<file path="config.mk">
export PLATFORM = sky130hd
export DESIGN_NAME = monomial_residue_agreement_count
export DESIGN_NICKNAME = d
export VERILOG_FILES = /design/src/rtl/mrac_pkg.sv /design/src/rtl/monomial_residue_agreement_count.sv /design/src/rtl/mrac_controller.sv /design/src/rtl/mrac_datapath.sv
export SDC_FILE = /design/constraint.sdc
export NUM_CORES = 2
export LEC_CHECK = 0
export ABC_AREA = 1
export CAP_MARGIN = 20
export CORE_AREA = 2 2 285 287
export CTS_CLUSTER_SIZE = 40
export DETAILED_ROUTE_END_ITERATION = 7
export DIE_AREA = 0 0 287 289
export DONT_BUFFER_PORTS = 1
export PLACE_DENSITY = 0.59
export SYNTH_ARGS = -nofsm -noshare
export SYNTH_HDL_FRONTEND = slang
export SYNTH_SLANG_ARGS = --single-unit
</file>
<file path="constraint.sdc">
create_clock -name clk -period 19.5 [get_ports clk]
set_input_delay 2.925 -clock clk [delete_from_list [all_inputs] [get_ports clk]]
set_output_delay 2.925 -clock clk [all_outputs]
set_load 0.05 [all_outputs]
</file>
<file path="src/rtl/mrac_pkg.sv">
`default_nettype none

package mrac_pkg;

    localparam int POLY_DEGREE_DEF = 24;
    localparam int KEPT_TERMS_DEF  = 19;

    localparam int IN_W      = 48;
    localparam int OUT_TERMS = 19;
    localparam int OUT_W     = 2 * OUT_TERMS;
    localparam int CNT_W     = 8;
    localparam int ST_W      = 2;

    localparam logic [8:0] FIELD_POLY = 9'h14d;
    localparam int         MONO_EXP   = 146;
    localparam int         STEP_W     = $clog2(MONO_EXP);
    localparam int         EXP_W      = 8;

    localparam logic [CNT_W-1:0] RANGE_LOW  = CNT_W'(24);
    localparam logic [CNT_W-1:0] RANGE_HIGH = CNT_W'(37);

    localparam int LANES      = 16;
    localparam int LANE_BITS  = $clog2(LANES);
    localparam int GROUP_BITS = 8 - LANE_BITS;

    localparam logic [ST_W-1:0] ST_OK    = 2'd0;
    localparam logic [ST_W-1:0] ST_CONST = 2'd1;
    localparam logic [ST_W-1:0] ST_HIGH  = 2'd2;
    localparam logic [ST_W-1:0] ST_RANGE = 2'd3;

    typedef logic [255:0][7:0] byte_table_t;

    typedef struct packed {
        logic                  load;
        logic                  reduce;
        logic                  prep;
        logic                  step;
        logic                  first;
        logic                  compare;
        logic                  finish;
        logic [GROUP_BITS-1:0] group;
    } dp_cmd_t;

    function automatic logic [1:0] gf4_mul(input logic [1:0] a, input logic [1:0] b);
        logic [1:0] r;
        if (a == 2'd0 || b == 2'd0)
            r = 2'd0;
        else if (a == 2'd1)
            r = b;
        else if (b == 2'd1)
            r = a;
        else if (a == b)
            r = (a == 2'd2) ? 2'd3 : 2'd2;
        else
            r = 2'd1;
        return r;
    endfunction

    function automatic logic [7:0] gf_mul(input logic [7:0] a, input logic [7:0] b);
        logic [7:0] acc;
        logic [7:0] aa;
        acc = 8'd0;
        aa  = a;
        for (int i = 0; i < 8; i++)
        begin
            if (b[i])
                acc = acc ^ aa;
            aa = {aa[6:0], 1'b0} ^ (aa[7] ? FIELD_POLY[7:0] : 8'd0);
        end
        return acc;
    endfunction

    function automatic logic [7:0] gf_pow(input logic [7:0] base);
        logic [7:0]       r;
        logic [7:0]       b;
        logic [EXP_W-1:0] e;
        r = 8'd1;
        b = base;
        e = EXP_W'(MONO_EXP);
        for (int i = 0; i < EXP_W; i++)
        begin
            if (e[i])
                r = gf_mul(r, b);
            b = gf_mul(b, b);
        end
        return r;
    endfunction

    function automatic logic [7:0] find_lift();
        logic [7:0] res;
        logic [7:0] sq;
        logic       found;
        res   = 8'd0;
        found = 1'b0;
        for (int v = 2; v < 256; v++)
        begin
            sq = gf_mul(8'(v), 8'(v));
            if (!found && gf_mul(sq, sq) == 8'(v))
            begin
                res   = 8'(v);
                found = 1'b1;
            end
        end
        return res;
    endfunction

    function automatic byte_table_t build_pow_table();
        byte_table_t t;
        for (int p = 0; p < 256; p++)
            t[p] = gf_pow(8'(p));
        return t;
    endfunction

    localparam logic [7:0]  LIFT_TWO = find_lift();
    localparam byte_table_t POW_TAB  = build_pow_table();

    function automatic logic [7:0] lift(input logic [1:0] code);
        logic [7:0] r;
        case (code)
            2'd0:    r = 8'd0;
            2'd1:    r = 8'd1;
            2'd2:    r = LIFT_TWO;
            default: r = LIFT_TWO ^ 8'd1;
        endcase
        return r;
    endfunction

endpackage

`default_nettype wire

</file>
<file path="src/rtl/monomial_residue_agreement_count.sv">
// Monomial residue agreement counter.
// Input channel (in_valid/in_ready) carries one item: the 24 GF(4) codes
// of a monic polynomial P. Output channel (out_valid/out_ready) returns one
// item per input: the low remainder codes of x^146 mod P, the number of
// nonzero GF(256) points where the lifted remainder equals point^146, and
// a status code.
// From acceptance to out_valid: shift-and-reduce up to x^146 (one step a
// cycle), a step to load the Horner taps, then 16 groups of 16 points,
// each group taking one Horner step per kept term in the shared lane
// multipliers plus a compare step, then a step to register the result.
// One item is in work at a time; in_ready is high only while the
// sequencer is idle, so a new item is not accepted until the last one
// has left the sequencer.
// The result sits in an output register: the next item is accepted while
// it waits. If a finished item meets a stalled receiver, the sequencer
// holds in its final state until the output register frees.
// Reset clears the sequencer and out_valid; no item is in work after it.
`default_nettype none

module monomial_residue_agreement_count
    import mrac_pkg::*;
#(
    parameter int POLY_DEGREE = POLY_DEGREE_DEF,
    parameter int KEPT_TERMS  = KEPT_TERMS_DEF
)
(
    input  wire logic              clk,
    input  wire logic              rst_n,
    input  wire logic              in_valid,
    output logic                   in_ready,
    input  wire logic [IN_W-1:0]   elementary_coeffs,
    output logic                   out_valid,
    input  wire logic              out_ready,
    output logic [OUT_W-1:0]       remainder_coeffs,
    output logic [CNT_W-1:0]       agreement_total,
    output logic [ST_W-1:0]        status
);

    dp_cmd_t cmd;

    mrac_controller #(
        .KEPT_TERMS (KEPT_TERMS)
    ) u_controller (
        .clk       (clk),
        .rst_n     (rst_n),
        .in_valid  (in_valid),
        .in_ready  (in_ready),
        .out_valid (out_valid),
        .out_ready (out_ready),
        .cmd       (cmd)
    );

    mrac_datapath #(
        .POLY_DEGREE (POLY_DEGREE),
        .KEPT_TERMS  (KEPT_TERMS)
    ) u_datapath (
        .clk               (clk),
        .cmd               (cmd),
        .elementary_coeffs (elementary_coeffs),
        .remainder_coeffs  (remainder_coeffs),
        .agreement_total   (agreement_total),
        .status            (status)
    );

endmodule

`default_nettype wire

</file>
<file path="src/rtl/mrac_controller.sv">
`default_nettype none

module mrac_controller
    import mrac_pkg::*;
#(
    parameter int KEPT_TERMS = KEPT_TERMS_DEF
)
(
    input  wire logic    clk,
    input  wire logic    rst_n,
    input  wire logic    in_valid,
    output logic         in_ready,
    output logic         out_valid,
    input  wire logic    out_ready,
    output dp_cmd_t      cmd
);

    localparam int TERM_W = $clog2(KEPT_TERMS + 1);

    localparam logic [2:0] S_IDLE    = 3'd0;
    localparam logic [2:0] S_REDUCE  = 3'd1;
    localparam logic [2:0] S_PREP    = 3'd2;
    localparam logic [2:0] S_HORNER  = 3'd3;
    localparam logic [2:0] S_COMPARE = 3'd4;
    localparam logic [2:0] S_FINISH  = 3'd5;

    logic [2:0]            state_reg, state_next;
    logic [STEP_W-1:0]     step_reg, step_next;
    logic [TERM_W-1:0]     term_reg, term_next;
    logic [GROUP_BITS-1:0] group_reg, group_next;
    logic                  out_valid_reg, out_valid_next;

    always_ff @(posedge clk or negedge rst_n)
    begin
        if (!rst_n)
        begin
            state_reg     <= S_IDLE;
            step_reg      <= '0;
            term_reg      <= '0;
            group_reg     <= '0;
            out_valid_reg <= 1'b0;
        end
        else
        begin
            state_reg     <= state_next;
            step_reg      <= step_next;
            term_reg      <= term_next;
            group_reg     <= group_next;
            out_valid_reg <= out_valid_next;
        end
    end

    always_comb
    begin
        state_next     = state_reg;
        step_next      = step_reg;
        term_next      = term_reg;
        group_next     = group_reg;
        out_valid_next = out_valid_reg;
        cmd            = '0;
        cmd.group      = group_reg;
        cmd.first      = (term_reg == '0);
        in_ready       = 1'b0;

        if (out_valid_reg && out_ready)
            out_valid_next = 1'b0;

        case (state_reg)
            S_IDLE:
            begin
                in_ready = 1'b1;
                if (in_valid)
                begin
                    cmd.load   = 1'b1;
                    step_next  = '0;
                    state_next = S_REDUCE;
                end
            end
            S_REDUCE:
            begin
                cmd.reduce = 1'b1;
                step_next  = step_reg + 1'b1;
                if (step_reg == STEP_W'(MONO_EXP - 1))
                    state_next = S_PREP;
            end
            S_PREP:
            begin
                cmd.prep   = 1'b1;
                term_next  = '0;
                group_next = '0;
                state_next = S_HORNER;
            end
            S_HORNER:
            begin
                cmd.step  = 1'b1;
                term_next = term_reg + 1'b1;
                if (term_reg == TERM_W'(KEPT_TERMS - 1))
                    state_next = S_COMPARE;
            end
            S_COMPARE:
            begin
                cmd.compare = 1'b1;
                term_next   = '0;
                group_next  = group_reg + 1'b1;
                if (group_reg == '1)
                    state_next = S_FINISH;
                else
                    state_next = S_HORNER;
            end
            S_FINISH:
            begin
                if (!out_valid_reg || out_ready)
                begin
                    cmd.finish     = 1'b1;
                    out_valid_next = 1'b1;
                    state_next     = S_IDLE;
                end
            end
            default:
            begin
                state_next = S_IDLE;
            end
        endcase
    end

    assign out_valid = out_valid_reg;

endmodule

`default_nettype wire

</file>
<file path="src/rtl/mrac_datapath.sv">
`default_nettype none

module mrac_datapath
    import mrac_pkg::*;
#(
    parameter int POLY_DEGREE = POLY_DEGREE_DEF,
    parameter int KEPT_TERMS  = KEPT_TERMS_DEF
)
(
    input  wire logic              clk,
    input  wire dp_cmd_t           cmd,
    input  wire logic [IN_W-1:0]   elementary_coeffs,
    output logic [OUT_W-1:0]       remainder_coeffs,
    output logic [CNT_W-1:0]       agreement_total,
    output logic [ST_W-1:0]        status
);

    logic [1:0]       modc_reg [POLY_DEGREE];
    logic [1:0]       rem_reg  [POLY_DEGREE];
    logic [1:0]       rem_next [POLY_DEGREE];
    logic [1:0]       h_reg    [KEPT_TERMS];
    logic [7:0]       val_reg  [LANES];
    logic [7:0]       val_next [LANES];
    logic [LANES-1:0] match;
    logic [1:0]       lead;
    logic [1:0]       code;
    logic [CNT_W-1:0] count_reg;
    logic             high_nonzero;
    logic [ST_W-1:0]  status_next;
    logic [OUT_W-1:0] packed_rem;
    logic [OUT_W-1:0] rem_out_reg;
    logic [CNT_W-1:0] total_out_reg;
    logic [ST_W-1:0]  status_out_reg;

    always_comb
    begin
        lead        = rem_reg[POLY_DEGREE-1];
        rem_next[0] = gf4_mul(lead, modc_reg[0]);
        for (int i = 1; i < POLY_DEGREE; i++)
            rem_next[i] = rem_reg[i-1] ^ gf4_mul(lead, modc_reg[i]);
    end

    always_ff @(posedge clk)
    begin
        if (cmd.load)
        begin
            for (int i = 0; i < POLY_DEGREE; i++)
            begin
                if (2 * (POLY_DEGREE - 1 - i) < IN_W)
                    modc_reg[i] <= elementary_coeffs[2 * (POLY_DEGREE - 1 - i) +: 2];
                else
                    modc_reg[i] <= 2'd0;
                rem_reg[i] <= (i == 0) ? 2'd1 : 2'd0;
            end
        end
        else if (cmd.reduce)
        begin
            for (int i = 0; i < POLY_DEGREE; i++)
                rem_reg[i] <= rem_next[i];
        end
    end

    for (genvar gi = 0; gi < KEPT_TERMS; gi++)
    begin : g_horner_taps
        localparam int PREV = (gi == 0) ? KEPT_TERMS - 1 : gi - 1;
        logic [1:0] init_code;
        if (gi < POLY_DEGREE)
        begin : g_kept
            assign init_code = rem_reg[gi];
        end
        else
        begin : g_pad
            assign init_code = 2'd0;
        end
        always_ff @(posedge clk)
        begin
            if (cmd.prep)
                h_reg[gi] <= init_code;
            else if (cmd.step)
                h_reg[gi] <= h_reg[PREV];
        end
    end

    assign code = h_reg[KEPT_TERMS-1];

    for (genvar gl = 0; gl < LANES; gl++)
    begin : g_lanes
        logic [7:0] pt;
        assign pt           = {cmd.group, LANE_BITS'(gl)};
        assign val_next[gl] = gf_mul(cmd.first ? 8'd0 : val_reg[gl], pt) ^ lift(code);
        assign match[gl]    = (val_reg[gl] == POW_TAB[pt]) && (pt != 8'd0);
        always_ff @(posedge clk)
        begin
            if (cmd.step)
                val_reg[gl] <= val_next[gl];
        end
    end

    always_ff @(posedge clk)
    begin
        if (cmd.prep)
            count_reg <= '0;
        else if (cmd.compare)
            count_reg <= count_reg + CNT_W'($countones(match));
    end

    always_comb
    begin
        high_nonzero = 1'b0;
        for (int i = 0; i < POLY_DEGREE; i++)
            if (i >= KEPT_TERMS && rem_reg[i] != 2'd0)
                high_nonzero = 1'b1;

        if (rem_reg[0] != 2'd1)
            status_next = ST_CONST;
        else if (high_nonzero)
            status_next = ST_HIGH;
        else if (count_reg < RANGE_LOW || count_reg > RANGE_HIGH)
            status_next = ST_RANGE;
        else
            status_next = ST_OK;

        packed_rem = '0;
        for (int k = 0; k < OUT_TERMS; k++)
            if (k < KEPT_TERMS && k < POLY_DEGREE)
                packed_rem[2*k +: 2] = rem_reg[k];
    end

    always_ff @(posedge clk)
    begin
        if (cmd.finish)
        begin
            rem_out_reg    <= packed_rem;
            total_out_reg  <= count_reg;
            status_out_reg <= status_next;
        end
    end

    assign remainder_coeffs = rem_out_reg;
    assign agreement_total  = total_out_reg;
    assign status           = status_out_reg;

endmodule

`default_nettype wire

</file>
=== After elaboration in Yosys (flattened, before gate mapping) ===
Memories as Yosys holds them, arrays and structs flattened.
Index checks and enable logic that the tools add are counted.

* Bitwise operators: 274
* Reductions and logical operators: 69
* Order comparisons: 18
* Multiplexer cells: 389
* $add $sub $neg: 19
* Eq/ne operators: 81

{| class="wikitable"
|+ Operators by type and width
! operator !! number
|-
| 8-bit XOR || 192
|-
| 7-bit 2-to-1 mux || 112
|-
| 8-bit 2-to-1 mux || 97
|-
| 2-bit 2-to-1 mux || 141
|-
| 8-bit by 9-bit < comparator with 1-bit output (second input constant) || 16
|-
| 8-bit equality test || 16
|-
| 8-bit by 5-bit XOR with 8-bit output || 16
|-
| 8-bit adder || 8
|-
| 2-bit by 1-bit equality test with 1-bit output (second input constant) || 26
|-
| 2-bit logical NOT || 26
|-
| 2-bit equality test || 24
|-
| 2-bit XOR || 23
|-
| 1-bit OR || 43
|-
| 1-bit 2-to-1 mux || 29
|-
| 1-bit logical OR || 26
|-
| 3-bit one-hot mux with 6 select lines || 1
|-
| 1-bit by 1-bit adder with 2-bit output || 8
|-
| 8-bit one-hot mux with 2 select lines || 1
|-
| 2-bit nonzero test || 8
|-
| 3-bit 2-to-1 mux || 5
|-
| 5-bit one-hot mux with 3 select lines || 1
|-
| 5-bit one-hot mux with 2 select lines || 1
|-
| 8-bit by 1-bit adder with 8-bit output (second input constant) || 1
|-
| 8-bit equality test (second input constant) || 1
|-
| other kinds (21) || 28
|}

* Memories: 20
* Input bits: 52
* Word-level logic and storage cells: 879
* Bits in registers: 77
* Output and inout port bits: 50
* Memory bits (writable): 262
* ROM bits: 2,048

{| class="wikitable"
|+ Memory list
! memory !! depth !! bits a word !! read ports !! clocked after Yosys merged registers in !! wr ports !! RTL line !! source
|-
| (name not given) || 16 || 8 || 1 || 0 || 0 || mrac_datapath.sv:91 || <nowiki>assign match[gl] = (val_reg[gl] == POW_TAB[pt]) && (pt != 8'd0);</nowiki>
|-
| (name not given) || 16 || 8 || 1 || 0 || 0 || mrac_datapath.sv:91 ||
|-
| (name not given) || 16 || 8 || 1 || 0 || 0 || mrac_datapath.sv:91 ||
|-
| (name not given) || 16 || 8 || 1 || 0 || 0 || mrac_datapath.sv:91 ||
|-
| (name not given) || 16 || 8 || 1 || 0 || 0 || mrac_datapath.sv:91 ||
|-
| (name not given) || 16 || 8 || 1 || 0 || 0 || mrac_datapath.sv:91 ||
|-
| 14 more memories || n/a || n/a || n/a || n/a || n/a || n/a ||
|}

=== Logic depth before layout (Yosys ltp) ===
* Depth in word-level cells: 19
* Depth in mapped cells: 34
* Depth with buffers taken out: 30

=== By module ===
A second synthesis with hierarchy kept.

* Cells, all modules: 4,973
* Area, all modules: 32,431.1 µm²

{| class="wikitable"
|+ Modules (own cells, without submodules)
! module !! times used !! area each (µm²) !! sequential area each (µm²) !! cells each
|-
| mrac_datapath || 1 || 31,235.0 || 9,469.1 || 4,822
|-
| mrac_controller || 1 || 1,196.1 || 525.5 || 151
|}

=== Worst setup path before layout ===
No wires, ideal clock.

* Path kind: register -> register
* Start: register u_controller.group_reg[1]
* End: register u_datapath.count_reg[6]
* Data arrival time: 6.780 ns
* Slack: 12.599 ns
* Clock period less this slack: 6.901 ns
* Path buffers: 4
* Data required time: 19.379 ns
* Library setup time: 0.121 ns
* Stages on the path, launching flop included: 33
* Cells stage by stage: dfrtp_1 buf_2 inv_1 buf_2 buf_1 clkbuf_1 ha_1 nor2_1 inv_1 nand3_1 o21ai_0 xor2_1 nand3_1 nor4_1 ha_1 fa_1 inv_1 fa_1 fa_1 fa_1 inv_1 fa_1 fa_1 nand2_1 nand2_1 a21oi_1 inv_1 nand2_1 inv_1 o21ai_0 a21oi_1 o21ai_0 a21oi_1

* Word-level cells in the longest chain between the ends: 9
* Elaborated cells on any way between the ends: 66
* Those cells by class: 16 x add/sub; 16 x eq/ne; 16 x mux; 2 x reduce/logical; 16 x memory

{| class="wikitable"
|+ Ends and longest elaborated chain
! element !! RTL line !! source
|-
| from (decl) || mrac_controller.sv:30 || <nowiki>logic [GROUP_BITS-1:0] group_reg, group_next;</nowiki>
|-
| from (signal assigned) || mrac_controller.sv:48 || <nowiki>group_reg <= group_next;</nowiki>
|-
| memory read 16 x 8 bit || n/a ||
|-
| 8-bit 2-to-1 mux (implied by the code) || mrac_datapath.sv:91 ||
|-
| 8-bit equality test || mrac_datapath.sv:91 ||
|-
| 1-bit logical AND || mrac_datapath.sv:91 ||
|-
| 1-bit by 1-bit adder with 2-bit output (implied by the code) || mrac_datapath.sv:104 || <nowiki>count_reg <= count_reg + CNT_W'($countones(match));</nowiki>
|-
| 8-bit adder (implied by the code) (2 in series) || mrac_datapath.sv:104 ||
|-
| 8-bit adder (implied by the code) (*) || mrac_datapath.sv:104 ||
|-
| 8-bit adder (*) || mrac_datapath.sv:104 ||
|-
| to (signal assigned) || mrac_datapath.sv:104 ||
|-
| to (decl) || mrac_datapath.sv:27 || <nowiki>logic [CNT_W-1:0] count_reg;</nowiki>
|}

Mark *: on every way between the ends. The rest lies on a longest branch, timed or not. The select of a mux whose other input is x is not followed.
A chain may end at the register's enable or synchronous reset.

=== Final worst setup path ===
Same ends and word-level chain as after synthesis.

==> qor.csv <==
metric,value,unit
ios,102,
cp_data_arrival_time,9.36,ns
first_pass_iters,6,
area_delta_synth_final,7.43,%
die_h,289,µm
drive_gt1_share,5.29,%
routed_via_density,5.25,
hpwl,72700,µm
cts_tree,built,
syn_nets,4993,
post_cts_buffers,0,
worstSetupStartpointType,flop,
finalCritPeriodShare,45.4,%
cts_buffer_depth,3,
grt_util_all_layers,24.9,%
grt_pass1_vias,28803,
h-tree-depth,2,
cp.required,20.01,ns
drc,0,
vias,30964,
dp_cells,5819,
hold_viol,0,
initial_core_util,40.5,%
async_flop_share,6.19,%
dp_slack,10.68,ns
dieWidth,287,µm
crit_path_max_fanout,58,
drv_cap,0,
nets,4910,
post-synth-top-area-cell,edfxtp_1,
dieArea,82900,µm²
final_util,43.5,%
finalSetupViolCount,0,
synth_cells,4889,
avgSynthCellArea,6.62,µm²
largest_register_ffs,128,
crit_path_frequent_cell,fa_1,
synth_ff_type,edfxtp_1,
synth-seq-cells,339,
yosysSeqAreaShare,30.9,%
hold_class,reg2reg,
post_cts_resized,0,
syn_area,32400,µm²
grt_overflow_total,0,
slew_headroom,30.0,%
slew_viol_final,0,
wl,105000,µm
status,completed,
rows,104,
cp_slowest_cell,dfrtp_4,
fill_cells,8377,
tightest_slew,1.05,ns
clock-sinks,339,
fin_crit,8.85,ns
fmax,113,MHz
worst-path-buf-inv,7,
antenna_found_initial,2,
synth_edf_count,310,
gp_congestion,1.04,
cts_hold_buf,0,
synth_top_area_share,28.7,%
core_area,79900,µm²
skew,0.0278,ns
rsz0062_at_grt,no,
critPathTopFamily,adder cells,
setup_tns,0,ns
endpoint_kind,flop,
cts_made_buffers,45,
wl_per_cell,17.7,µm
grt_max_degree,92,
diodes,0,
numPortBuffers,0,
ys_warn_count,0,
ant_nets,0,
grt_pass1_wl,163000,µm
crit_type,reg2reg,
synth_cell_types,63,
drtIter0Drc,2650,
clk_pin_slew,0.06,ns
setup_ws,10.65,ns
slowest_delay,0.87,ns
netlist_top_cells_area,"edfxtp_1 (29%), nand2_1 (20%), xor2_1 (9.0%)",
ctsRootBufferMaster,clkbuf_16,
layout.cells.non_filler,5902,
clk_latency,0.63,ns
logic make-up (layout without fill, tap and decap cells):
group / count (synthesis) / in the layout / synth area share (%)
AO/OA/AOI/OAI: 471 / 471 / 8.12
XOR/XNOR: 462 / 462 / 12.6
adder cells (fa/ha/maj): 52 / 52 / 2.31
buffers and inverters: 738 / 691 / 8.97
flip-flops: 339 / 339 / 30.9
multiplexers: 13 / 13 / 0.402
AND/OR/NAND/NOR: 2814 / 2814 / 36.7
Yosys cell counts, types with 17 or more instances:
cell type and count:
edfxtp_1 310, clkbuf_1 88, xor2_1 334, o21ai_1 34
o21ai_0 251, dfrtp_1 21, nor2_1 376, nand3_1 451
xnor2_1 124, o22ai_1 51, buf_1 42, nor4_1 17
nand3b_1 44, or2_2 22, ha_1 39, inv_2 25
nand2_2 45, inv_1 549, nand4_1 38, a21oi_1 64
nand2_1 1746
worst paths after layout:
kind,startpoint,endpoint,slack (ns),cells past startpoint
worst max-delay path,u_controller.group_reg[1],u_datapath.count_reg[6],10.65,28
max in group asynchronous,rst_n,u_controller.group_reg[1],17.41,0
worst max register to register,u_controller.group_reg[1],u_datapath.count_reg[6],10.65,28
worst min-delay path,u_datapath.count_reg[1],u_datapath.agreement_total[1],0.43,0
min in group asynchronous,rst_n,u_controller.out_valid,1.99,0
worst min register to register,u_datapath.count_reg[1],u_datapath.agreement_total[1],0.43,0
layer usage:
layer  global-route usage [%]  up-vias  wire length [µm]
met3                     3.91      216              6950
met5                        0        -                27
li1                         -    15492                 -
met4                     8.85        4              3590
met2                     41.9      972             48300
met1                     32.3    14280             45700
stage by stage:
stage	hold slack, ns	instance area (µm²)
after floorplan	0.408	32400
after global placement	0.432	33200
after detailed placement	0.425	33200
after CTS	0.434	34800
after global routing	0.442	34800
final	0.431	34800
layout make-up:
type	instances	area (µm²)	area share [%]
Inverter	578	2180	6.26
Clock buffer	53	1180	3.38
Clock inverter	30	372	1.07
Multi-Input combinational cell	3812	19500	56.1
Timing Repair Buffer	30	225	0.647
Sequential cell	339	10000	28.8
Tap cell	1060	1330	3.81
placed cells by master (no fill, tap or decap), types with 13 or more instances in the layout:
master,n
mux2i_1,13
nor2_1,375
nand2_1,1744
o22ai_1,51
nor2_2,13
edfxtp_1,310
nand3_1,451
inv_1,545
a21oi_1,64
fa_1,13
nand4_1,38
o211ai_1,13
nand3_2,13
ha_1,39
nand3b_1,44
buf_4,30
inv_2,27
nand2_2,47
xor2_1,334
o21ai_0,251
clkbuf_16,45
or2_2,22
o21ai_1,34
xnor2_1,124
dfrtp_1,17
or2_1,13
clkinv_2,14
nor4_1,17
Power is left out: the tool's default activity adds up to more than one toggle a clock period on the data nets, which glitch-free logic cannot reach.
